## src/sv/lpht_pkg.sv

```systemverilog
// Types and codes shared by the linear-probe hash table and its checker.
// No dependencies.
package lpht_pkg;

    typedef enum logic [2:0] {
        STAT_STORED  = 3'd0,
        STAT_DUP     = 3'd1,
        STAT_FULL    = 3'd2,
        STAT_FOUND   = 3'd3,
        STAT_MISSING = 3'd4,
        STAT_EMPTY   = 3'd5
    } status_t;

    typedef enum logic [2:0] {
        S_CLEAR,
        S_IDLE,
        S_HASH,
        S_MOD,
        S_PROBE,
        S_FINISH
    } state_t;

    typedef struct packed {
        logic        action;
        logic [63:0] key_first_bytes;
        logic [7:0]  key_ninth_byte;
        logic [3:0]  key_length;
    } lpht_in_t;

    typedef struct packed {
        status_t    status;
        logic [3:0] slot;
    } lpht_out_t;

    typedef struct packed {
        logic        occupied;
        logic [7:0]  high_byte;
        logic [63:0] low_bytes;
    } lpht_entry_t;

endpackage

```

## src/sv/linear_probe_hash_table_top.sv

```systemverilog
// Linear-probe hash table of short byte keys, insert and search.
// Depends on lpht_pkg.
//
//   channel  ports                       beat
//   input    s_valid s_ready s_data      lpht_in_t  (action, key, length)
//   result   m_valid m_ready m_data      lpht_out_t (status, slot)
//
// After reset the store is cleared one slot a cycle, with s_ready low.
// An item is accepted in S_IDLE; S_HASH then does the reciprocal multiply for the modulo of
// the byte sum, and S_MOD multiplies back and subtracts. S_PROBE reads one probed slot a cycle
// (the single memory read port), up to TABLE_SLOTS slots, and S_FINISH hands the result over.
// An empty key goes from S_IDLE straight to S_FINISH.
// A result waiting on m_ready does not block the next accept; it blocks only the hand-over
// of the following result.
module linear_probe_hash_table_top #(
    parameter int TABLE_SLOTS = 13,
    parameter int KEY_BYTES   = 9
) (
    input  logic              aclk,
    input  logic              aresetn,
    input  logic              s_valid,
    output logic              s_ready,
    input  lpht_pkg::lpht_in_t  s_data,
    output logic              m_valid,
    input  logic              m_ready,
    output lpht_pkg::lpht_out_t m_data
);
    import lpht_pkg::*;

    localparam int IDX_W   = $clog2(TABLE_SLOTS);
    localparam int SUM_W   = $clog2(KEY_BYTES * 255 + 1);
    localparam int SHIFT   = SUM_W + IDX_W;
    localparam int RECIP_W = SUM_W + 2;
    localparam int PROD_W  = SUM_W + RECIP_W;
    localparam int SLOT_W  = (IDX_W > 4) ? IDX_W : 4;
    localparam logic [IDX_W-1:0] LAST_IDX = IDX_W'(TABLE_SLOTS - 1);
    localparam logic [RECIP_W-1:0] RECIP =
        RECIP_W'((2 ** SHIFT + TABLE_SLOTS - 1) / TABLE_SLOTS);

    lpht_entry_t mem [TABLE_SLOTS];
    lpht_entry_t rd_q;

    state_t            state_reg, state_next;
    logic [IDX_W-1:0]  clr_reg, clr_next;
    logic [IDX_W-1:0]  idx_reg, idx_next;
    logic [IDX_W-1:0]  probes_reg, probes_next;
    logic [SUM_W-1:0]  quot_reg, quot_next;
    logic [SUM_W-1:0]  sum_reg, sum_next;
    logic              search_reg, search_next;
    logic [63:0]       lo_reg, lo_next;
    logic [7:0]        hi_reg, hi_next;
    lpht_out_t         res_reg, res_next;
    lpht_out_t         out_reg, out_next;
    logic              m_valid_reg, m_valid_next;

    logic              wr_en;
    logic [IDX_W-1:0]  wr_addr;
    lpht_entry_t       wr_data;

    logic [7:0]        key_byte [9];
    logic [3:0]        len_sat;
    logic              run;
    logic [63:0]       key_lo;
    logic [7:0]        key_hi;
    logic [SUM_W-1:0]  key_sum;
    logic              key_empty;
    logic [PROD_W-1:0] prod;
    logic [SUM_W-1:0]  mod_sub;
    logic [IDX_W-1:0]  home_idx;
    logic [SLOT_W-1:0] slot_ext;
    logic              hit;

    // key masking and byte sum
    always_comb begin
        for (int b = 0; b < 8; b++) begin
            key_byte[b] = s_data.key_first_bytes[8*b +: 8];
        end
        key_byte[8] = s_data.key_ninth_byte;
        len_sat = (s_data.key_length > 4'(KEY_BYTES)) ? 4'(KEY_BYTES) : s_data.key_length;
        run = 1'b1;
        key_lo = '0;
        key_hi = '0;
        key_sum = '0;
        for (int b = 0; b < 9; b++) begin
            run = run && (4'(b) < len_sat) && (key_byte[b] != 8'd0);
            if (run) begin
                if (b < 8) begin
                    key_lo[8*b +: 8] = key_byte[b];
                end else begin
                    key_hi = key_byte[b];
                end
                key_sum = key_sum + SUM_W'(key_byte[b]);
            end
        end
        key_empty = (len_sat == 4'd0) || (key_byte[0] == 8'd0);
    end

    assign prod     = PROD_W'(sum_reg) * PROD_W'(RECIP);
    assign mod_sub  = sum_reg - SUM_W'(quot_reg * SUM_W'(TABLE_SLOTS));
    assign home_idx = IDX_W'(mod_sub);
    assign slot_ext = SLOT_W'(idx_reg);
    assign hit      = (rd_q.low_bytes == lo_reg) && (rd_q.high_byte == hi_reg);

    always_comb begin
        state_next   = state_reg;
        clr_next     = clr_reg;
        idx_next     = idx_reg;
        probes_next  = probes_reg;
        quot_next    = quot_reg;
        sum_next     = sum_reg;
        search_next  = search_reg;
        lo_next      = lo_reg;
        hi_next      = hi_reg;
        res_next     = res_reg;
        out_next     = out_reg;
        m_valid_next = m_valid_reg;
        wr_en        = 1'b0;
        wr_addr      = idx_reg;
        wr_data      = '{occupied: 1'b1, high_byte: hi_reg, low_bytes: lo_reg};

        if (m_valid_reg && m_ready) begin
            m_valid_next = 1'b0;
        end

        unique case (state_reg)
            S_CLEAR: begin
                wr_en    = 1'b1;
                wr_addr  = clr_reg;
                wr_data  = '0;
                clr_next = clr_reg + 1'b1;
                if (clr_reg == LAST_IDX) begin
                    state_next = S_IDLE;
                end
            end
            S_IDLE: begin
                if (s_valid) begin
                    search_next = s_data.action;
                    lo_next     = key_lo;
                    hi_next     = key_hi;
                    sum_next    = key_sum;
                    if (key_empty) begin
                        res_next   = '{status: STAT_EMPTY, slot: 4'd0};
                        state_next = S_FINISH;
                    end else begin
                        state_next = S_HASH;
                    end
                end
            end
            S_HASH: begin
                quot_next  = SUM_W'(prod >> SHIFT);
                state_next = S_MOD;
            end
            S_MOD: begin
                idx_next    = home_idx;
                probes_next = '0;
                state_next  = S_PROBE;
            end
            S_PROBE: begin
                if (!rd_q.occupied) begin
                    if (search_reg) begin
                        res_next = '{status: STAT_MISSING, slot: 4'd0};
                    end else begin
                        wr_en    = 1'b1;
                        res_next = '{status: STAT_STORED, slot: slot_ext[3:0]};
                    end
                    state_next = S_FINISH;
                end else if (hit) begin
                    if (search_reg) begin
                        res_next = '{status: STAT_FOUND, slot: slot_ext[3:0]};
                    end else begin
                        res_next = '{status: STAT_DUP, slot: 4'd0};
                    end
                    state_next = S_FINISH;
                end else if (probes_reg == LAST_IDX) begin
                    res_next   = '{status: search_reg ? STAT_MISSING : STAT_FULL, slot: 4'd0};
                    state_next = S_FINISH;
                end else begin
                    probes_next = probes_reg + 1'b1;
                    idx_next    = (idx_reg == LAST_IDX) ? '0 : idx_reg + 1'b1;
                end
            end
            S_FINISH: begin
                if (!m_valid_reg || m_ready) begin
                    out_next     = res_reg;
                    m_valid_next = 1'b1;
                    state_next   = S_IDLE;
                end
            end
            default: begin
                state_next = S_CLEAR;
            end
        endcase
    end

    always_ff @(posedge aclk) begin
        if (!aresetn) begin
            state_reg   <= S_CLEAR;
            clr_reg     <= '0;
            m_valid_reg <= 1'b0;
        end else begin
            state_reg   <= state_next;
            clr_reg     <= clr_next;
            m_valid_reg <= m_valid_next;
        end
    end

    always_ff @(posedge aclk) begin
        idx_reg    <= idx_next;
        probes_reg <= probes_next;
        quot_reg   <= quot_next;
        sum_reg    <= sum_next;
        search_reg <= search_next;
        lo_reg     <= lo_next;
        hi_reg     <= hi_next;
        res_reg    <= res_next;
        out_reg    <= out_next;
    end

    always_ff @(posedge aclk) begin
        if (wr_en) begin
            mem[wr_addr] <= wr_data;
        end
        rd_q <= mem[idx_next];
    end

    assign s_ready = (state_reg == S_IDLE);
    assign m_valid = m_valid_reg;
    assign m_data  = out_reg;

endmodule

```

## config.mk

```make
export PLATFORM = sky130hd
export DESIGN_NAME = linear_probe_hash_table_top
export DESIGN_NICKNAME = d
export VERILOG_FILES = /design/src/sv/lpht_pkg.sv /design/src/sv/linear_probe_hash_table_top.sv
export SDC_FILE = /design/constraint.sdc
export NUM_CORES = 2
export LEC_CHECK = 0
export BUFFER_PORTS_ARGS = -buffer_cell sky130_fd_sc_hd__buf_4
export CAP_MARGIN = 25
export CELL_PAD_IN_SITES_DETAIL_PLACEMENT = 0
export CELL_PAD_IN_SITES_GLOBAL_PLACEMENT = 1
export CORE_UTILIZATION = 23
export CTS_CLUSTER_SIZE = 8
export DETAILED_ROUTE_END_ITERATION = 10
export PLACE_DENSITY_LB_ADDON = 0.1
export SKIP_CTS_REPAIR_TIMING = 1
export SLEW_MARGIN = 40
export SYNTH_ARGS = -nofsm -noshare
export SYNTH_HDL_FRONTEND = slang
export SYNTH_SLANG_ARGS = --single-unit
```

## constraint.sdc

```tcl
create_clock -name aclk -period 17.7 [get_ports aclk]
set_clock_uncertainty 0.15 [all_clocks]
set_input_delay 0.885 -clock aclk [delete_from_list [all_inputs] [get_ports aclk]]
set_output_delay 0.885 -clock aclk [all_outputs]
set_load 0.1 [all_outputs]
```

# Word level (Yosys, flattened, before mapping)
# Memories as Yosys holds them, arrays and structs flattened. A register that Yosys moved wholly into a read port is not among the register bits.
# Cells that the tools add are included.
[totals]
register_bits = 124
ramBits = 949
in_bits = 81
elab_cells = 151
memories = 1
[op_classes]
add_sub_neg = 12
mul = 2
n_lt_le_gt_ge = 10
n_eq_ne = 18
mux = 46
reduce_logical = 41
[mem_list]
columns = ["name", "words", "word_bits", "rd", "rd_ports_with_merged_regs", "write_ports", "line", "rtl"]
rows = [
  ["mem", 13, 73, 1, 1, 1, "linear_probe_hash_table_top.sv:40", "lpht_entry_t mem [TABLE_SLOTS];"],
]
[op_table]
columns = ["cell", "n"]
rows = [
  ["$add A12 B8 Y12", 8],
  ["$mux W12", 8],
  ["$mux W73", 1],
  ["$reduce_bool A8 Y1", 9],
  ["$eq A64 B64 Y1", 1],
  ["$mux W7", 6],
  ["$mux W4", 9],
  ["$mul A12 B12 Y24 const B", 1],
  ["$mux W3", 8],
  ["$logic_and A1 B1 Y1", 19],
  ["$pmux W3 S6", 1],
  ["$lt A3 B4 Y1 const A", 4],
  ["$pmux W4 S2", 2],
  ["$pmux W7 S2", 1],
  ["$add A4 B1 Y4 const B", 3],
  ["$eq A4 B4 Y1 const B", 3],
  ["$ne A2 B2 Y1 const B", 6],
  ["$reduce_and A4 Y1", 3],
  ["$mul A9 B4 Y4 const B", 1],
  ["$eq A8 B8 Y1", 1],
  ["$logic_not A8 Y1", 1],
  ["$lt A1 B4 Y1 const A", 2],
  ["$lt A2 B4 Y1 const A", 2],
  ["$mux W8", 1],
  ["other kinds (17)", 28],
]

# Logic depth before layout (Yosys ltp)
[logic_depth]
word_depth = 21
depth_mapped = 53
depth_no_buf = 51

# Worst setup path before layout
# No wires, ideal clock.
[synth_timing]
kind = "input -> register"
from = "input s_data[3] (netlist bit)"
to = "register sum_reg[11], data pin"
setup_ns = 0.258
t_arrival_ns = 9.172
required_ns = 17.292
setup_slack_ns = 8.120
stages = 47
path_buffers = 2
path_cell_list = "buf_2 -> nor2_1 -> nand2_1 -> clkbuf_1 -> and2_1 -> ha_1 -> inv_1 -> fa_1 -> nor2b_1 -> o21ai_0 -> a2111oi_0 -> nand2b_1 -> ha_1 -> o21a_1 -> o31ai_1 -> a21bo_2 -> nor2_1 -> a31oi_1 -> [... 11 more ...] -> xnor2_1 -> mux2_2 -> ha_1 -> o21ai_0 -> a21oi_1 -> nor2_1 -> mux2_2 -> ha_1 -> o21ai_0 -> a21oi_1 -> nor2_1 -> mux2_2 -> ha_1 -> o21a_1 -> o21a_1 -> o211a_1 -> nand3_1 -> xnor2_1"
[synth_between]
elab_chain_len = 21
[synth_lines]
columns = ["element", "line", "rtl"]
rows = [
  ["start: declaration", "linear_probe_hash_table_top.sv:23", "input lpht_pkg::lpht_in_t s_data,"],
  ["$gt A4 B4 Y1", "linear_probe_hash_table_top.sv:79", "len_sat = (s_data.key_length > 4'(KEY_BYTES)) ? 4'(KEY_BYTES) : s_data.key_length;"],
  ["$mux W4 *", "linear_probe_hash_table_top.sv:79", ""],
  ["$lt A1 B4 Y1", "linear_probe_hash_table_top.sv:85", "run = run && (4'(b) < len_sat) && (key_byte[b] != 8'd0);"],
  ["$logic_and A1 B1 Y1", "linear_probe_hash_table_top.sv:85", ""],
  ["$mux W8 / $logic_and A1 B1 Y1 (equally long branches)", "linear_probe_hash_table_top.sv:86, linear_probe_hash_table_top.sv:85", ""],
  ["$add A12 B8 Y12 / $logic_and A1 B1 Y1 (equally long branches)", "linear_probe_hash_table_top.sv:92, linear_probe_hash_table_top.sv:85", ""],
  ["$mux W12 / $logic_and A1 B1 Y1 (equally long branches)", "linear_probe_hash_table_top.sv:86, linear_probe_hash_table_top.sv:85", ""],
  ["$add A12 B8 Y12 / $logic_and A1 B1 Y1 (equally long branches)", "linear_probe_hash_table_top.sv:92, linear_probe_hash_table_top.sv:85", ""],
  ["[... 6 more ...]", "n/a", ""],
  ["$mux W12 / $logic_and A1 B1 Y1 (equally long branches)", "linear_probe_hash_table_top.sv:86, linear_probe_hash_table_top.sv:85", ""],
  ["$add A12 B8 Y12 / $logic_and A1 B1 Y1 (equally long branches)", "linear_probe_hash_table_top.sv:92, linear_probe_hash_table_top.sv:85", ""],
  ["$mux W12 / $logic_and A1 B1 Y1 (equally long branches)", "linear_probe_hash_table_top.sv:86, linear_probe_hash_table_top.sv:85", ""],
  ["$add A12 B8 Y12 / $logic_and A1 B1 Y1 (equally long branches)", "linear_probe_hash_table_top.sv:92, linear_probe_hash_table_top.sv:85", ""],
  ["$mux W12 / $logic_and A1 B1 Y1 (equally long branches)", "linear_probe_hash_table_top.sv:86, linear_probe_hash_table_top.sv:85", ""],
  ["$add A12 B8 Y12 / $logic_and A1 B1 Y1 (equally long branches)", "linear_probe_hash_table_top.sv:92, linear_probe_hash_table_top.sv:85", ""],
  ["$mux W12 *", "linear_probe_hash_table_top.sv:86", "if (run) begin"],
  ["via key_sum[11]", "linear_probe_hash_table_top.sv:65", "logic [SUM_W-1:0] key_sum;"],
  ["end signal: assignment", "linear_probe_hash_table_top.sv:211", "sum_reg <= sum_next;"],
  ["end: declaration", "linear_probe_hash_table_top.sv:48", "logic [SUM_W-1:0] sum_reg, sum_next;"],
]
# The timed path passes the listed nets; every way through them passes the cells marked *.
# A chain may end at the register's enable or synchronous reset.

# Final worst setup path
[layout_timing]
from = "input s_data[3] (netlist bit)"
to = "register sum_reg[7], data pin"
# Same word-level chain as after synthesis.

==> impl_metrics.ini <==
[outcome]
status = complete, no violations

[floorplan]
initial_utilization_pct = 23.2
ios = 90
die_w_microns = 473
die_h_microns = 473
fp.dieArea_sq_um = 223000
coreArea_sq_um = 220000
rows = 172

[global_routing]
grt_overflow = 0
grt_max_degree = 142
antenna_found_initial = 17
grt_pass1_wl_microns = 254000
grt_use_total_pct = 15.9
grt_pass1_vias = 32795

[clocking]
htree_levels = 4
clkTransAtPathRegs_ns = 0.05
cts_buffers = 162
cts_tree = yes
clock_sinks = 1141
clockBufferDepth = 3
clk_latency_ns = 0.81
clockRootBuffer = clkbuf_16

[routing]
routed_wl_microns = 178000
initialDrtViolationCount = 2094
via_per_inst = 4.41
drtPass1Iterations = 5
wl_met2_microns = 82900
top_layer = met4
wl_met1_microns = 86300
drtAntennaViolNets = 0
wl_per_cell_microns = 24.3
drc = 0
wl_met3_microns = 5730
vias = 32236

[place]
place_hpwl_microns = 100000
place_congestion = 0.806
portBuffers = 89

[synthesis]
synthesis.area_sq_um = 51000
synthTopCellsByArea = edfxtp_1, nand2_1, dfxtp_1
synth-edff-count = 1056
synth.most_common_cell = edfxtp_1
synth_top_area_share_pct = 62.2
async_reset_ff_share_pct = 0
synth_cell_types = 75
synth_fp_nets = 4383
synthTopCellsByCount = edfxtp_1, nand2_1, nand3_1, clkbuf_1, a21boi_0
synth_seq_cells = 1141
yosysTopAreaCell = edfxtp_1
ys.flop_type = edfxtp_1
synthCells = 4119
ys_seq_area_share_pct = 65.6
syn_avg_cell_area_sq_um = 12.4
yosysWarnings = 0

[setup_path]
crit_path_end_kind = register
crit_arrival_ns = 10.82
r2r_setup_slack_ns = 10.48
slowest_delay_ns = 0.71
crit_fanout = 20
reg2reg_from = lo_reg[35]$_SDFFCE_PN0P_
worstSetupEndpoint = sum_reg[7]$_DFFE_PP_
critical_path_class = in2reg
reg2reg_to = rd_q[33]$_DFF_P_
crit_start = s_data[3]
reg2reg_depth = 15
cp_common_cell = ha_1
startpoint_type = input port
cp.required_ns = 18.19
crit_path_top_delay_cell = a2111oi_0

[flow_run]
maxCapViolCount = 0

[finish]
largest_reg_flops = 949
final_nets = 4483
drive_gt1_share_pct = 9.51
area_growth_pct = 18.3
fillers = 22849
regArea_sq_um = 33400
multiInputGateArea_sq_um = 16500

[sta]
fin_crit_ns = 10.34
slew_violations = 0
setup_tns_ns = 0
finalSetupViolations = 0
tightest_slew_ns = 0.859
slew_headroom_pct = 42.2
rsz0062_at_grt = false
holdWs_ns = 0.109
timing.fmax_mhz = 96.7
fin_crit_sh_pct = 58.4
hold_viol_final = 0

[power]
peakVddDrop_v = 0.0000701
power_per_cell_area_nw_per_um2 = 121
p_leak_nw = 20.7
power.total_w = 0.00727

[hold_path]
hold_path_class = in2reg
[per-layer routing]
metal  up-vias  GRT usage, %
met5         -             0
met4         0          3.48
met3       174          2.03
met2       559          25.6
met1     16365          22.6
li1      15138             -
[through the flow]
stage / area (sq um) / utilization [%] / setup WS [ns] / instances
floorplan: 51000 / - / 8.12 / 4119
global placement: 55200 / 25.1 / 6.55 / 7003
detailed placement: 55300 / 25.2 / 6.56 / 7010
CTS: 60200 / 27.4 / 7.43 / 7299
global route: 60300 / 27.4 / 6.44 / 7303
finish: 60300 / 27.4 / 7.36 / 7311
[where the power goes]
group	switching [W]	total (W)	internal, W
clock	0.00125	0.00300	0.00175
sequential	0.0000230	0.00304	0.00302
combinational	0.000699	0.00123	0.000529
total	0.00197	0.00727	0.00530
[layout make-up]
class / count / share of cell area, %
diodes: 9 / 0.0373
clock buffers: 271 / 7.45
clock inverters: 18 / 0.625
inverters: 105 / 0.687
multi-input cells: 2652 / 27.3
flip-flops and latches: 1141 / 55.4
well taps: 2958 / 6.14
repair buffers: 157 / 2.36
[worst max-delay path: cells and delay by family]
| family | cells | cell delay (ns) |
|---|---|---|
| AO/OA/AOI/OAI | 17 | 3.57 |
| XOR/XNOR | 2 | 0.26 |
| AND/OR/NAND/NOR | 11 | 1.75 |
| buffers and inverters | 2 | 0.24 |
| adder cells (fa/ha/maj) | 9 | 2.69 |
| multiplexers | 5 | 1.44 |
[cell families (layout without fill, tap and decap cells)]
| group | count (synthesis) | in the layout | share of synthesized area (%) |
|---|---|---|---|
| buffers and inverters | 326 | 551 | 2.48 |
| adders and majority gates | 183 | 183 | 5.23 |
| other | 0 | 9 | 0 |
| xor gates and xnor gates | 144 | 144 | 2.56 |
| DFF | 1141 | 1141 | 65.6 |
| AOI/OAI and AO/OA | 527 | 527 | 7.90 |
| and+or+nand+nor | 1765 | 1765 | 15.5 |
| muxes | 33 | 33 | 0.737 |
[worst min-delay path by stage]
stage	cells after the start	end	from	slack (ns)
3_3_place_gp	0	m_data[6]$_DFFE_PP_	res_reg[6]$_SDFFCE_PP1P_	0.26
3_5_place_dp	0	m_data[6]$_DFFE_PP_	res_reg[6]$_SDFFCE_PP1P_	0.26
5_1_grt	1	search_reg$_DFFE_PP_	s_data[76]	0.05
4_1_cts	1	search_reg$_DFFE_PP_	s_data[76]	0.03
6_report	1	search_reg$_DFFE_PP_	s_data[76]	0.11
2_1_floorplan	0	m_data[0]$_DFFE_PP_	res_reg[0]$_SDFFCE_PP0P_	0.25
[placed cells by master, fill, tap and decap left out, types with 68 or more instances in the layout]
cell	n
a21boi_0	153
a311o_1	73
a311oi_1	74
and2_1	127
and3_1	120
buf_4	119
clkbuf_1	106
clkbuf_16	162
dfxtp_1	85
edfxtp_1	1056
ha_1	133
inv_1	101
nand2_1	1015
nand3_1	304
nor2_1	68
xnor2_1	118
Note: power is estimated with default switching activity, not from simulation.
